===== config.mk =====
export PLATFORM = sky130hd
export DESIGN_NAME = one_at_a_time_hash_bucket
export DESIGN_NICKNAME = d
export VERILOG_FILES = /design/src/rtl/oaathb_pkg.sv /design/src/rtl/oaathb_fifo.sv /design/src/rtl/oaathb_front.sv /design/src/rtl/oaathb_back.sv /design/src/rtl/one_at_a_time_hash_bucket.sv
export SDC_FILE = /design/constraint.sdc
export NUM_CORES = 1
export LEC_CHECK = 0
export ABC_AREA = 1
export ABC_CLOCK_PERIOD_IN_PS = 4600
export BUFFER_PORTS_ARGS = -buffer_cell sky130_fd_sc_hd__buf_2
export CELL_PAD_IN_SITES_DETAIL_PLACEMENT = 0
export CELL_PAD_IN_SITES_GLOBAL_PLACEMENT = 2
export CORE_MARGIN = 4
export CORE_UTILIZATION = 34
export DETAILED_ROUTE_END_ITERATION = 10
export PLACE_DENSITY = 0.82
export SYNTH_ARGS = -nofsm -noshare
export SYNTH_HDL_FRONTEND = slang
export SYNTH_HIERARCHICAL = 1
export SYNTH_SLANG_ARGS = --single-unit
export TNS_END_PERCENT = 5

===== constraint.sdc =====
create_clock -name clk -period 4.6 [get_ports clk]
set_clock_uncertainty 0.15 [all_clocks]
set_input_delay 0.69 -clock clk [delete_from_list [all_inputs] [get_ports clk]]
set_output_delay 0.69 -clock clk [all_outputs]
set_load 0.1 [all_outputs]

===== src/rtl/oaathb_pkg.sv =====
`timescale 1ns / 1ps
`default_nettype none

package oaathb_pkg;

  localparam int unsigned FIFO_DEPTH = 4;
  localparam int unsigned FIFO_AW    = $clog2(FIFO_DEPTH);

  localparam logic [31:0] BUCKET_COUNT_RESET = 32'd4096;

  typedef struct packed {
    logic [7:0] key_byte;
    logic       has_byte;
    logic       last_byte;
  } in_item_t;

  typedef struct packed {
    logic [31:0] full_hash;
    logic [31:0] bucket_index;
  } out_item_t;

  typedef struct packed {
    logic empty;
    logic full;
  } fifo_status_t;

  typedef enum logic [2:0] {
    BK_IDLE,
    BK_FIN1,
    BK_FIN2,
    BK_FIN3,
    BK_DIV,
    BK_HOLD
  } back_state_t;

  function automatic logic [31:0] mix_byte(input logic [31:0] h, input logic [7:0] b);
    logic [31:0] t;
    t = h + {24'd0, b};
    t = t + (t << 10);
    t = t ^ (t >> 6);
    return t;
  endfunction

endpackage

`default_nettype wire


===== src/rtl/oaathb_fifo.sv =====
`timescale 1ns / 1ps
`default_nettype none

module oaathb_fifo (
  input  wire logic                       clk,
  input  wire logic                       rst,
  input  wire logic                       wr_en,
  input  wire logic [31:0]                wr_data,
  input  wire logic                       rd_en,
  output      logic [31:0]                rd_data,
  output      oaathb_pkg::fifo_status_t   status
);
  import oaathb_pkg::*;

  logic [31:0]      slots [FIFO_DEPTH];
  logic [FIFO_AW-1:0] wr_ptr;
  logic [FIFO_AW-1:0] rd_ptr;
  logic [FIFO_AW:0]   count;
  logic               do_wr;
  logic               do_rd;

  assign status.empty = (count == '0);
  assign status.full  = (count == (FIFO_AW+1)'(FIFO_DEPTH));
  assign do_wr   = wr_en && !status.full;
  assign do_rd   = rd_en && !status.empty;
  assign rd_data = slots[rd_ptr];

  always_ff @(posedge clk) begin
    if (do_wr) begin
      slots[wr_ptr] <= wr_data;
    end
  end

  always_ff @(posedge clk) begin
    if (rst) begin
      wr_ptr <= '0;
      rd_ptr <= '0;
      count  <= '0;
    end else begin
      if (do_wr) begin
        wr_ptr <= wr_ptr + 1'b1;
      end
      if (do_rd) begin
        rd_ptr <= rd_ptr + 1'b1;
      end
      unique case ({do_wr, do_rd})
        2'b10:   count <= count + 1'b1;
        2'b01:   count <= count - 1'b1;
        default: count <= count;
      endcase
    end
  end

endmodule

`default_nettype wire


===== src/rtl/oaathb_front.sv =====
`timescale 1ns / 1ps
`default_nettype none

module oaathb_front (
  input  wire logic                     clk,
  input  wire logic                     rst,
  input  wire logic                     push,
  input  wire oaathb_pkg::in_item_t     item,
  output      logic                     full,
  input  wire oaathb_pkg::fifo_status_t q_status,
  output      logic                     q_wr,
  output      logic [31:0]              q_data
);
  import oaathb_pkg::*;

  logic [31:0] running_hash;
  logic [31:0] running_hash_next;
  logic [31:0] mixed;
  logic        accept;

  assign full   = q_status.full;
  assign accept = push && !q_status.full;
  assign mixed  = item.has_byte ? mix_byte(running_hash, item.key_byte) : running_hash;

  // a key's last request hands the pre-final value to the back end
  assign q_wr   = accept && item.last_byte;
  assign q_data = mixed;

  always_comb begin
    running_hash_next = running_hash;
    if (accept) begin
      running_hash_next = item.last_byte ? 32'd0 : mixed;
    end
  end

  always_ff @(posedge clk) begin
    if (rst) begin
      running_hash <= 32'd0;
    end else begin
      running_hash <= running_hash_next;
    end
  end

endmodule

`default_nettype wire


===== src/rtl/oaathb_back.sv =====
`timescale 1ns / 1ps
`default_nettype none

module oaathb_back (
  input  wire logic                     clk,
  input  wire logic                     rst,
  input  wire oaathb_pkg::fifo_status_t q_status,
  input  wire logic [31:0]              q_data,
  output      logic                     q_rd,
  input  wire logic                     cfg_valid,
  input  wire logic [31:0]              cfg_data,
  output      logic                     empty,
  input  wire logic                     pop,
  output      oaathb_pkg::out_item_t    result
);
  import oaathb_pkg::*;

  back_state_t state;
  back_state_t state_next;
  logic [31:0] bucket_count;
  logic [31:0] hash;
  logic [31:0] hash_next;
  logic [31:0] dvd;
  logic [31:0] dvd_next;
  logic [31:0] rem;
  logic [31:0] rem_next;
  logic [4:0]  cnt;
  logic [4:0]  cnt_next;
  logic        res_valid;
  logic        load_res;
  logic        out_free;
  logic [32:0] trial;

  assign empty    = !res_valid;
  assign out_free = !res_valid || pop;
  assign trial    = {rem, dvd[31]};

  always_comb begin
    state_next = state;
    hash_next  = hash;
    dvd_next   = dvd;
    rem_next   = rem;
    cnt_next   = cnt;
    q_rd       = 1'b0;
    load_res   = 1'b0;
    unique case (state)
      BK_IDLE: begin
        if (!q_status.empty) begin
          q_rd       = 1'b1;
          hash_next  = q_data;
          state_next = BK_FIN1;
        end
      end
      BK_FIN1: begin
        hash_next  = hash + (hash << 3);
        state_next = BK_FIN2;
      end
      BK_FIN2: begin
        hash_next  = hash ^ (hash >> 11);
        state_next = BK_FIN3;
      end
      BK_FIN3: begin
        hash_next = hash + (hash << 15);
        dvd_next  = hash_next;
        cnt_next  = 5'd0;
        // zero bucket count leaves the hash unreduced
        if (bucket_count == 32'd0) begin
          rem_next   = hash_next;
          state_next = BK_HOLD;
        end else begin
          rem_next   = 32'd0;
          state_next = BK_DIV;
        end
      end
      BK_DIV: begin
        // one restoring remainder step per cycle, msb first
        if (trial >= {1'b0, bucket_count}) begin
          rem_next = 32'(trial - {1'b0, bucket_count});
        end else begin
          rem_next = trial[31:0];
        end
        dvd_next = dvd << 1;
        cnt_next = cnt + 5'd1;
        if (cnt == 5'd31) begin
          state_next = BK_HOLD;
        end
      end
      BK_HOLD: begin
        if (out_free) begin
          load_res   = 1'b1;
          state_next = BK_IDLE;
        end
      end
      default: state_next = BK_IDLE;
    endcase
  end

  always_ff @(posedge clk) begin
    if (rst) begin
      state <= BK_IDLE;
    end else begin
      state <= state_next;
    end
  end

  always_ff @(posedge clk) begin
    hash <= hash_next;
    dvd  <= dvd_next;
    rem  <= rem_next;
    cnt  <= cnt_next;
  end

  always_ff @(posedge clk) begin
    if (rst) begin
      bucket_count <= BUCKET_COUNT_RESET;
    end else if (cfg_valid) begin
      bucket_count <= cfg_data;
    end
  end

  always_ff @(posedge clk) begin
    if (rst) begin
      res_valid <= 1'b0;
    end else if (load_res) begin
      res_valid <= 1'b1;
    end else if (pop) begin
      res_valid <= 1'b0;
    end
  end

  always_ff @(posedge clk) begin
    if (load_res) begin
      result.full_hash    <= hash;
      result.bucket_index <= rem;
    end
  end

endmodule

`default_nettype wire


===== src/rtl/one_at_a_time_hash_bucket.sv =====
// path from last byte to result: front mix, final mix FIN1-FIN3, bit-serial remainder, load
// throughput: one key byte per cycle at the input while full is low; the back end
//   takes one key at a time in its bit-serial remainder loop, with a 4-entry queue between
// reset (rst, synchronous): running hash 0, queue and result emptied, bucket_count 4096
`timescale 1ns / 1ps
`default_nettype none

module one_at_a_time_hash_bucket (
  input  wire logic                  clk,
  input  wire logic                  rst,
  input  wire logic                  push,
  output      logic                  full,
  input  wire oaathb_pkg::in_item_t  item,
  output      logic                  empty,
  input  wire logic                  pop,
  output      oaathb_pkg::out_item_t result,
  input  wire logic                  cfg_valid,
  output      logic                  cfg_ready,
  input  wire logic [31:0]           cfg_data
);
  import oaathb_pkg::*;

  fifo_status_t q_status;
  logic         q_wr;
  logic [31:0]  q_wdata;
  logic         q_rd;
  logic [31:0]  q_rdata;

  assign cfg_ready = 1'b1;

  oaathb_front u_front (
    .clk      (clk),
    .rst      (rst),
    .push     (push),
    .item     (item),
    .full     (full),
    .q_status (q_status),
    .q_wr     (q_wr),
    .q_data   (q_wdata)
  );

  oaathb_fifo u_fifo (
    .clk     (clk),
    .rst     (rst),
    .wr_en   (q_wr),
    .wr_data (q_wdata),
    .rd_en   (q_rd),
    .rd_data (q_rdata),
    .status  (q_status)
  );

  oaathb_back u_back (
    .clk       (clk),
    .rst       (rst),
    .q_status  (q_status),
    .q_data    (q_rdata),
    .q_rd      (q_rd),
    .cfg_valid (cfg_valid && cfg_ready),
    .cfg_data  (cfg_data),
    .empty     (empty),
    .pop       (pop),
    .result    (result)
  );

endmodule

`default_nettype wire


==> impl_metrics.py, run 1 <==
metrics = {
    "drt": {
        "dr_wl_met3_mm": 4.24,
        "routed.top_layer": "met4",
        "dr_wl_met2_mm": 35.6,
        "drc_errors": 0,
        "routed_wl_mm": 76.3,
        "viasPerCell": 5.03,
        "antenna_left": 0,
        "wl_per_cell_um": 19.1,
        "vias": 20116,
        "drt_iter0_markers": 1430,
        "m1WireLength_mm": 33.3,
        "dr.pass1.iters": 6,
    },
    "clock_network": {
        "cts_sinks": 370,
        "cts_tree": "yes",
        "clk_latency_ns": 0.58,
        "cts.reportedPaths.clkPinSlew_ns": 0.06,
        "cts_buffer_depth": 3,
        "clockRootBuffer": "clkbuf_16",
        "holdBufCountCts": 0,
        "htreeDepth": 2,
        "cts_made_buffers": 43,
    },
    "worst_hold_path": {
        "worst_hold_startpoint": "cfg_data[0]",
        "hold_path_depth": 3,
        "min_to": "u_back/bucket_count[0]",
        "hp-class": "in2reg",
    },
    "placement": {
        "place_ws_ns": -0.574,
        "post_dp_cell_area_sq_um": 25600,
        "io_buffers": 112,
        "post-place-cells": 3912,
        "place_hpwl_mm": 58.7,
        "routabilityCongestion": 0.922,
    },
    "layout": {
        "final-seq-area_sq_um": 10300,
        "fin_nets": 3248,
        "drive_gt1_share_pct": 18.7,
        "antenna_cells": 0,
        "final_cells": 3999,
        "syn2layout_area_growth_pct": 17.7,
        "fin_area_sq_um": 27600,
        "multi_input_area_sq_um": 11800,
        "fill_cells": 6960,
    },
    "yosys": {
        "synth-seq-cells": 370,
        "synthFlopType": "edfxtp_1",
        "synthArstFlopShare_pct": 0,
        "synthesis.nets": 3042,
        "syn_avg_cell_area_sq_um": 8.16,
        "yosysWarnings": 6,
        "synth_area_sq_um": 23500,
        "yosysSeqAreaShare_pct": 44.0,
        "synthCells": 2878,
        "synth_edf_count": 293,
        "yosysUniqueCellTypes": 63,
    },
    "floorplan": {
        "placementRows": 96,
        "ioPinCount": 114,
        "dieHeight_um": 271,
        "initial_utilization_pct": 34.3,
        "die_w_um": 271,
        "die_area_sq_um": 73300,
        "coreArea_sq_um": 68500,
    },
    "worst_setup_path": {
        "cp_slowest_cell": "fa_2",
        "cp-end-kind": "register",
        "r2r-start": "u_front/running_hash[0]",
        "critical_path.max_stage_delay_ns": 0.38,
        "path_class": "reg2reg",
        "cp_max_fo": 4,
        "path_buf_inv": 4,
        "r2r_slack_ns": 0.10,
        "rr_worst_depth": 23,
        "worst_setup_path_start_kind": "register",
        "cp.required_ns": 4.77,
        "crit_top_cell": "nand2_1",
        "cp_top_family": "simple AND/OR/NAND/NOR gates",
        "crit_arrival_ns": 4.67,
        "reg2reg_to": "u_fifo/slots[1][20]",
        "cp_cell_sequence": "ha_4 -> inv_2 -> fa_2 -> nand3b_1 -> and2_4 -> o221ai_4 -> nand3_2 -> buf_6 -> xor2_1 -> ha_2 -> inv_1 -> fa_1 -> nand3b_1 -> nand2_1 -> nand2_1 -> o21ai_2 -> nand2_1 -> nand2_2 -> xor2_2 -> inv_1 -> nand2_1 -> nand3_2 -> and2_4",
    },
    "sta": {
        "max_slew_margin_pct": 37.4,
        "maxSlewViolCount": 0,
        "tightest_slew_ns": 0.938,
        "hold_viol_final": 0,
        "final.setup.tns_ns": 0,
        "worst_slack_ns": 0.102,
        "clock.fmax_mhz": 222,
        "min_period_over_period_pct": 97.8,
        "grt_setup_unrepaired": "true",
        "setup-violations-final": 0,
        "fin_crit_ns": 4.50,
    },
    "global_route": {
        "antenna_found_initial": 0,
        "grt_pass1_vias": 19698,
        "grt_max_degree": 65,
        "overflow": 0,
        "grt_pass1_wl_mm": 116,
        "grt_util_all_layers_pct": 20.3,
    },
    "power_and_ir_drop": {
        "p_int_mw": 9.32,
        "clock_power_share_pct": 20.3,
        "p_leak_nw": 12.1,
        "finalPower_mw": 17.2,
        "powerDensity_nw_per_um2": 623,
        "ir_worst_vdd_uv": 305,
        "swShare_pct": 45.9,
        "combPwrFrac_pct": 48.2,
        "p_sw_mw": 7.90,
        "seq_power_share_pct": 31.5,
    },
    "job": {
        "timing.max_cap.violations": 0,
    },
    "outcome": {
        "status": "finished clean",
    },
}
[routing by layer]
metal	global-route usage, %	up-vias
li1	-	9988
met1	26.3	9435
met2	34.0	553
met3	3.63	140
met4	7.43	0
met5	0	-
[through the flow]
| step | hold WS, ns | utilization [%] |
|---|---|---|
| 2_1_floorplan | 0.276 | - |
| 6_report | 0.187 | 40.4 |
| 3_5_place_dp | 0.300 | 37.4 |
| 4_1_cts | 0.153 | 39.5 |
| 3_3_place_gp | 0.304 | 37.4 |
| 5_1_grt | 0.170 | 40.4 |
[cell families after synthesis]
| family | Yosys count | synth area share [%] |
|---|---|---|
| compound gates | 408 | 9.74 |
| flops | 370 | 44.0 |
| buf+inv | 428 | 8.02 |
| fa+ha+maj | 117 | 6.43 |
| simple gates | 1460 | 28.2 |
| xor+xnor | 94 | 3.60 |
| other cells | 1 | 0.0160 |
[power by group through the flow]
| stage | registers, mW | logic [mW] | clock network, mW |
|---|---|---|---|
| 5_1_grt | 5.48 | 9.25 | 3.72 |
| 2_1_floorplan | 5.22 | 5.74 | 0 |
| 4_1_cts | 5.42 | 8.23 | 3.59 |
| 3_3_place_gp | 5.48 | 8.12 | 0 |
| 3_5_place_dp | 5.49 | 8.17 | 0 |
| 6_report | 5.42 | 8.30 | 3.49 |
[tightest hold or removal path, cell delays in order]
cell and delay (ns):
buf_2 0.07, nor2_1 0.04, nor2_1 0.08
[worst max-delay path by stage]
| stage | from | to | slack (ns) | depth (start not counted) |
|---|---|---|---|---|
| 6_report | u_front/running_hash[0] | u_fifo/slots[1][20] | 0.10 | 23 |
| 5_1_grt | u_front/running_hash[0] | u_fifo/slots[0][24] | -0.1 | 26 |
| 2_1_floorplan | item[2] | u_fifo/slots[0][25] | 0.005 | 27 |
| 4_1_cts | u_front/running_hash[0] | u_front/running_hash[18] | 0.01 | 25 |
| 3_3_place_gp | item[2] | u_front/running_hash[18] | -0.55 | 26 |
| 3_5_place_dp | item[2] | u_front/running_hash[12] | -0.57 | 25 |
[registers in the layout, summed over array words and instances (netlist names), 2 cells and up, named ones only]
| name | count |
|---|---|
| u_front/running_hash | 32 |
| u_fifo/wr_ptr | 2 |
| u_fifo/slots | 128 |
| u_back/cnt | 5 |
| u_fifo/rd_ptr | 2 |
| u_back/dvd | 32 |
| u_fifo/count | 3 |
| u_back/state | 3 |
| u_back/hash | 32 |
| u_back/result | 64 |
| u_back/rem | 32 |
| u_back/bucket_count | 32 |
[synthesized netlist by cell type (8+ instances only)]
master | n | share of area (%)
nand4_1 | 19 | 0.51
ha_1 | 111 | 5.9
o21ai_0 | 107 | 2.3
inv_2 | 12 | 0.19
xnor2_1 | 46 | 1.7
inv_1 | 329 | 5.3
a21o_1 | 9 | 0.29
and2_1 | 12 | 0.32
dfxtp_1 | 77 | 6.6
a21oi_1 | 173 | 3.7
buf_6 | 15 | 0.72
nor2_2 | 9 | 0.24
xor2_1 | 45 | 1.7
buf_2 | 17 | 0.36
nand3_2 | 26 | 1.1
o211ai_1 | 11 | 0.35
buf_4 | 8 | 0.26
nand2_2 | 52 | 1.4
or2_2 | 13 | 0.35
clkbuf_1 | 32 | 0.51
nor2_4 | 8 | 0.38
nand3_1 | 199 | 4.2
nand3b_1 | 53 | 1.7
nor2_1 | 224 | 3.6
nor4_1 | 10 | 0.27
edfxtp_1 | 293 | 37
o21ai_1 | 29 | 0.62
nor3_1 | 20 | 0.43
o22ai_1 | 33 | 0.88
nand2_1 | 796 | 13
[area by class of cell]
class,instances,area share [%]
Tap cell,882,3.99
Clock inverter,27,1.11
Sequential cell,370,37.4
Clock buffer,51,4.07
Timing Repair Buffer,244,5.85
Inverter,345,4.72
Multi-Input combinational cell,2080,42.8
[cell usage in the layout (no fill, tap or decap), types with 74 or more instances in the layout]
cell type  count
nand2_1      769
inv_1        319
edfxtp_1     293
nor2_1       199
nand3_1      184
a21oi_1      164
buf_4        124
buf_2        112
o21ai_0      103
ha_1         103
dfxtp_1       75
nand2_2       74
[what timing repair did]
item                                    in CTS  in global routing
hold endpoints to repair                     0                  0
resized for setup                           11                123
pin swaps                                    3                 51
setup buffers                                0                  9
endpoints found under the setup margin      73                106
Note: power is estimated with default switching activity, not from simulation.
==> run 2, diff against run 1 <==
--- a/config.mk
+++ b/config.mk
@@ -6,14 +6,14 @@
 export NUM_CORES = 1
 export LEC_CHECK = 0
 export ABC_AREA = 1
-export ABC_CLOCK_PERIOD_IN_PS = 4600
+export ABC_CLOCK_PERIOD_IN_PS = 5300
 export BUFFER_PORTS_ARGS = -buffer_cell sky130_fd_sc_hd__buf_2
 export CELL_PAD_IN_SITES_DETAIL_PLACEMENT = 0
 export CELL_PAD_IN_SITES_GLOBAL_PLACEMENT = 2
 export CORE_MARGIN = 4
-export CORE_UTILIZATION = 34
+export CORE_UTILIZATION = 41
 export DETAILED_ROUTE_END_ITERATION = 10
-export PLACE_DENSITY = 0.82
+export PLACE_DENSITY = 0.92
 export SYNTH_ARGS = -nofsm -noshare
 export SYNTH_HDL_FRONTEND = slang
 export SYNTH_HIERARCHICAL = 1
==> constraint.sdc (replaced) <==
create_clock -name clk -period 5.3 [get_ports clk]
set_clock_uncertainty 0.15 [all_clocks]
set_input_delay 0.795 -clock clk [delete_from_list [all_inputs] [get_ports clk]]
set_output_delay 0.795 -clock clk [all_outputs]
set_load 0.1 [all_outputs]
==> run 2 against run 1 <==
Effect of this change: non-clock buffer count down 81; sequential power down 13%; flip-flop and latch count unchanged; via count down 1.8%; fmax down 4.4%; largest cell class unchanged; highest routed layer unchanged.
==> impl_metrics.py, run 2 (same netlist as run 1, synthesis figures left out) <==
metrics = {
    "power_and_ir_drop": {
        "ir_worst_vdd_uv": 289,
        "finalPower_mw": 14.8,
        "powerDensity_nw_per_um2": 563,
        "p_leak_nw": 11.6,
    },
    "drt": {
        "dr.pass1.iters": 5,
        "antenna_left": 0,
        "drc_errors": 0,
        "routed_wl_mm": 73.2,
        "viasPerCell": 5.21,
        "drt_iter0_markers": 1473,
        "wl_per_cell_um": 19.3,
        "vias": 19746,
    },
    "global_route": {
        "grt_busiest_layer": "met2",
        "antenna_found_initial": 0,
        "grt_pass1_wl_mm": 111,
        "grt_use_met2_pct": 40.1,
        "overflow": 0,
        "met1_usage_pct": 30.7,
        "grt_pass1_vias": 19139,
        "use_met3_pct": 4.09,
        "grt_max_degree": 65,
        "grt_util_all_layers_pct": 23.7,
    },
    "layout": {
        "top_regs": "u_fifo/slots: 128 flops, u_back/result: 64 flops",
        "final_cell_mix": "793 x nand2_1, 328 x inv_1, 293 x edfxtp_1, 216 x nor2_1, 198 x nand3_1",
        "drive_gt1_share_pct": 13.2,
        "top_register": "u_fifo/slots",
        "fin_nets": 3166,
        "largest_register_ffs": 128,
        "post-route-util_pct": 46.6,
        "fill_cells": 5659,
        "final_common_cell": "nand2_1",
        "final_cells": 3792,
        "syn2layout_area_growth_pct": 12.1,
        "antenna_cells": 0,
        "fin_area_sq_um": 26300,
    },
    "worst_setup_path": {
        "cp-end-kind": "register",
        "cp.required_ns": 5.47,
        "r2r_slack_ns": 0.59,
        "path_class": "reg2reg",
        "crit_arrival_ns": 4.87,
        "cp_slowest_cell": "ha_1",
        "crit_top_cell": "nand2_1",
        "worst_setup_path_start_kind": "register",
        "rr_worst_depth": 25,
        "critical_path.max_stage_delay_ns": 0.38,
        "endpoint": "u_fifo/slots[2][17]",
        "cp_max_fo": 5,
        "reg2reg_to": "u_fifo/slots[2][17]",
        "setup.worst_path.start": "u_front/running_hash[0]",
        "r2r-start": "u_front/running_hash[0]",
    },
    "clock_network": {
        "htreeDepth": 2,
        "cts.reportedPaths.clkPinSlew_ns": 0.06,
        "cts_sinks": 370,
        "cts_made_buffers": 42,
        "cts_buffer_depth": 3,
        "holdBufCountCts": 0,
        "clockRootBuffer": "clkbuf_16",
        "clk_latency_ns": 0.58,
        "cts_tree": "yes",
    },
    "placement": {
        "post_dp_cell_area_sq_um": 24800,
        "routabilityCongestion": 0.903,
        "io_buffers": 112,
        "place_hpwl_mm": 55.7,
        "place_ws_ns": 0.0383,
        "post-place-cells": 3714,
    },
    "job": {
        "timing.max_cap.violations": 0,
    },
    "sta": {
        "worst_slack_ns": 0.595,
        "min_period_over_period_pct": 88.8,
        "tightest_slew_ns": 1.02,
        "fin_crit_ns": 4.71,
        "hold_viol_final": 0,
        "final.setup.tns_ns": 0,
        "clock.fmax_mhz": 213,
        "maxSlewViolCount": 0,
        "max_slew_margin_pct": 31.7,
        "hold_slack_ns": 0.284,
        "setup-violations-final": 0,
    },
    "floorplan": {
        "die_area_sq_um": 61200,
        "placementRows": 87,
        "initial_utilization_pct": 41.6,
        "dieHeight_um": 247,
        "ioPinCount": 114,
        "die_w_um": 247,
        "coreArea_sq_um": 56500,
    },
    "outcome": {
        "status": "finished clean",
    },
    "worst_hold_path": {
        "hold_path_depth": 3,
        "hp-class": "in2reg",
    },
}
[run 2: cell types whose count changed in the layout (fill, tap and decap cells not counted), moves of 10 or more]
cell     before  now
nand3_2      40   27
nand2_1     769  793
nand3_1     184  198
nand2_2      74   55
buf_4       124   51
nor2_2       25   15
nor2_1      199  216
[run 2: what timing repair did]
| item | CTS | global route |
|---|---|---|
| setup buffers | 0 | 0 |
| setup endpoints to repair | 0 | 1 |
| resized for setup | 0 | 3 |
[run 2: layout make-up]
type                    instances  area [sq um]  area share, %
clock inverters                30           347           1.32
multi-input cells            2080         11300           42.9
well taps                     756           946           3.59
repair buffers                163           943           3.58
flip-flops and latches        370         10300           39.3
inverters                     345          1300           4.95
clock buffers                  48          1140           4.32
[run 2: critical path: cells and delay by family, from the launching register on]
family / cells / cell delay [ns]
AOI/OAI and AO/OA: 2 / 0.59
DFF: 1 / 0.35
adders and majority gates: 3 / 0.93
buffers and inverters: 2 / 0.22
and+or+nand+nor: 16 / 2.01
xor gates and xnor gates: 2 / 0.21
[run 2: routing by layer]
layer  up-vias  wire length [um]
met1      9238             31600
met3       134              4290
met5         -                 0
met2       546             34600
met4         0              2710
li1       9828                 -
[run 2: where the power goes]
group | leakage (nW) | internal [mW] | total [mW] | switching [mW]
clock network | 0.705 | 1.89 | 3.13 | 1.24
logic | 7.51 | 2.18 | 7.00 | 4.82
registers | 3.35 | 3.98 | 4.70 | 0.720
[run 2: worst min-delay path by stage]
stage / start / to / slack [ns]
final: cfg_data[12] / u_back/bucket_count[12] / 0.28
after global placement: u_front/running_hash[25] / u_front/running_hash[25] / 0.30
after CTS: cfg_data[12] / u_back/bucket_count[12] / 0.25
after global routing: cfg_data[12] / u_back/bucket_count[12] / 0.27
after floorplan: u_back/rem[31] / u_back/result[31] / 0.28
after detailed placement: u_back/rem[31] / u_back/result[31] / 0.31
==> run 3, diff against run 2 <==
--- a/config.mk
+++ b/config.mk
@@ -13,7 +13,7 @@
 export CORE_MARGIN = 4
 export CORE_UTILIZATION = 41
 export DETAILED_ROUTE_END_ITERATION = 10
-export PLACE_DENSITY = 0.92
+export PLACE_DENSITY = 0.86
 export SYNTH_ARGS = -nofsm -noshare
 export SYNTH_HDL_FRONTEND = slang
 export SYNTH_HIERARCHICAL = 1
==> constraint.sdc (replaced) <==
create_clock -name clk -period 5.3 [get_ports clk]
set_clock_uncertainty 0.15 [all_clocks]
set_input_delay 0.265 -clock clk [delete_from_list [all_inputs] [get_ports clk]]
set_output_delay 0.265 -clock clk [all_outputs]
set_load 0.1 [all_outputs]
==> run 3 against run 2 <==
Effect of this change: flip-flop and latch count unchanged; core utilization increased by 0.19 points; first-iteration DRC count down 10%; non-clock buffer count is 15 higher; clock-buffer cell count grew 3; die area stayed put; critical path depth grew 1; sequential share of layout area is 0.16 points lower; critical path type unchanged; highest routed layer unchanged.
==> impl_metrics.py, run 3 (same netlist as run 1, synthesis figures left out) <==
metrics = {
    "floorplan": {
        "coreArea_sq_um": 56500,
        "die_w_um": 247,
        "die_area_sq_um": 61200,
        "placementRows": 87,
        "ioPinCount": 114,
        "dieHeight_um": 247,
        "initial_utilization_pct": 41.6,
    },
    "power_and_ir_drop": {
        "finalPower_mw": 14.7,
        "p_leak_nw": 11.6,
        "ir_worst_vdd_uv": 293,
        "powerDensity_nw_per_um2": 555,
    },
    "worst_setup_path": {
        "cp.required_ns": 5.47,
        "r2r_slack_ns": 0.52,
        "cp_max_fo": 5,
        "rr_worst_depth": 26,
        "crit_arrival_ns": 4.95,
        "worst_setup_path_start_kind": "register",
        "cp-end-kind": "register",
        "path_class": "reg2reg",
    },
    "placement": {
        "routabilityCongestion": 0.958,
        "io_buffers": 112,
        "place_hpwl_mm": 57.5,
    },
    "layout": {
        "final_common_cell": "nand2_1",
        "final_cell_mix": "793 x nand2_1, 328 x inv_1, 293 x edfxtp_1, 217 x nor2_1, 199 x nand3_1",
        "antenna_cells": 0,
        "syn2layout_area_growth_pct": 12.6,
        "fin_nets": 3182,
        "drive_gt1_share_pct": 12.5,
        "fill_cells": 5569,
        "largest_register_ffs": 128,
        "post-route-util_pct": 46.8,
        "top_regs": "u_fifo/slots: 128 flops, u_back/result: 64 flops",
        "top_register": "u_fifo/slots",
    },
    "sta": {
        "fin_crit_ns": 4.78,
        "min_period_over_period_pct": 90.2,
        "setup-violations-final": 0,
        "clock.fmax_mhz": 209,
        "hold_viol_final": 0,
        "grt_setup_unrepaired": "false",
        "final.setup.tns_ns": 0,
        "tightest_slew_ns": 1.07,
        "max_slew_margin_pct": 28.5,
        "maxSlewViolCount": 0,
    },
    "drt": {
        "antenna_left": 0,
        "drc_errors": 0,
        "drt_iter0_markers": 1320,
        "wl_per_cell_um": 19.7,
        "viasPerCell": 5.17,
        "vias": 19705,
        "routed_wl_mm": 75.0,
        "dr.pass1.iters": 6,
    },
    "global_route": {
        "grt_util_all_layers_pct": 24.5,
        "overflow": 0,
        "grt_pass1_wl_mm": 114,
        "grt_pass1_vias": 19309,
        "grt_max_degree": 71,
        "antenna_found_initial": 0,
    },
    "clock_network": {
        "cts_made_buffers": 43,
        "clockRootBuffer": "clkbuf_16",
        "cts.reportedPaths.clkPinSlew_ns": 0.06,
        "clk_latency_ns": 0.59,
        "cts_setup_buffers": 0,
        "htreeDepth": 2,
        "cts_buffer_depth": 3,
        "cts_sinks": 370,
        "cts_tree": "yes",
    },
    "worst_hold_path": {
        "hp-class": "in2reg",
        "hold_path_depth": 6,
    },
    "job": {
        "timing.max_cap.violations": 0,
    },
    "outcome": {
        "status": "finished clean",
    },
}
[run 3: cell types whose count changed in the layout (fill, tap and decap cells not counted), sizes merged, moves of 3 or more]
cell / change
clkinv: +3
buf: -22
bufinv: -5
clkbuf: +3
dlygate4sd3: +37
[run 3: area by class of cell]
| cell class | count | area (sq um) | area share [%] |
|---|---|---|---|
| Multi-Input combinational cell | 2080 | 11300 | 42.7 |
| Sequential cell | 370 | 10300 | 39.1 |
| Inverter | 345 | 1300 | 4.93 |
| Timing Repair Buffer | 178 | 1150 | 4.35 |
| Clock buffer | 51 | 1150 | 4.34 |
| Tap cell | 756 | 946 | 3.58 |
| Clock inverter | 28 | 251 | 0.952 |
[run 3: final timing paths]
path	startpoint	endpoint
hold / removal	pop	u_back/state[0]
setup reg to reg	u_front/running_hash[0]	u_fifo/slots[3][25]
hold reg to reg	u_front/running_hash[25]	u_front/running_hash[25]
setup / recovery	u_front/running_hash[0]	u_fifo/slots[3][25]
[run 3: critical path, cell delays in order (launching register included)]
cell and delay, ns:
dfxtp_1 0.35, ha_1 0.18, inv_1 0.06, fa_1 0.39, nand3b_1 0.16, and2_1 0.19, o221ai_2 0.17, nand3_1 0.13
nor3_2 0.18, nand3_1 0.14, nor2_1 0.16, inv_1 0.10, nor2_1 0.13, inv_1 0.09, o21ai_0 0.15, o21ai_0 0.11
inv_1 0.06, ha_1 0.27, a21oi_1 0.15, inv_1 0.07, a21oi_1 0.25, nor2_1 0.09, nor2_1 0.23, nand3_1 0.14
nand3_1 0.11, nand3_1 0.09, and2_1 0.20
[run 3: through the flow]
stage / setup slack (ns) / cells / instance area [sq um] / hold WS, ns
4_1_cts: 0.474 / 3808 / 26400 / 0.0404
3_5_place_dp: 0.504 / 3692 / 24700 / 0.313
2_1_floorplan: 0.908 / 2878 / 23500 / 0.177
3_3_place_gp: 0.523 / 3692 / 24700 / 0.303
5_1_grt: 0.0363 / 3808 / 26400 / 0.123
6_report: 0.520 / 3808 / 26400 / 0.0790
[run 3: what timing repair did]
item	CTS	global route
resized for setup	0	1
hold buffers	37	0
endpoints found under the hold margin	42	0
endpoints found under the setup margin	0	2
[run 3: layer usage]
metal	wire length, um	global-route usage, %	vias up
met1	33000	32.3	9195
met2	35000	41.1	526
met3	4470	4.21	119
met4	2500	8.10	0
met5	0	0	-
li1	-	-	9865
[run 3: power breakdown]
group / switching [mW] / leakage (nW) / internal (mW)
sequential: 0.704 / 3.35 / 3.98
combinational: 4.87 / 7.56 / 2.18
clock: 1.27 / 0.677 / 1.67
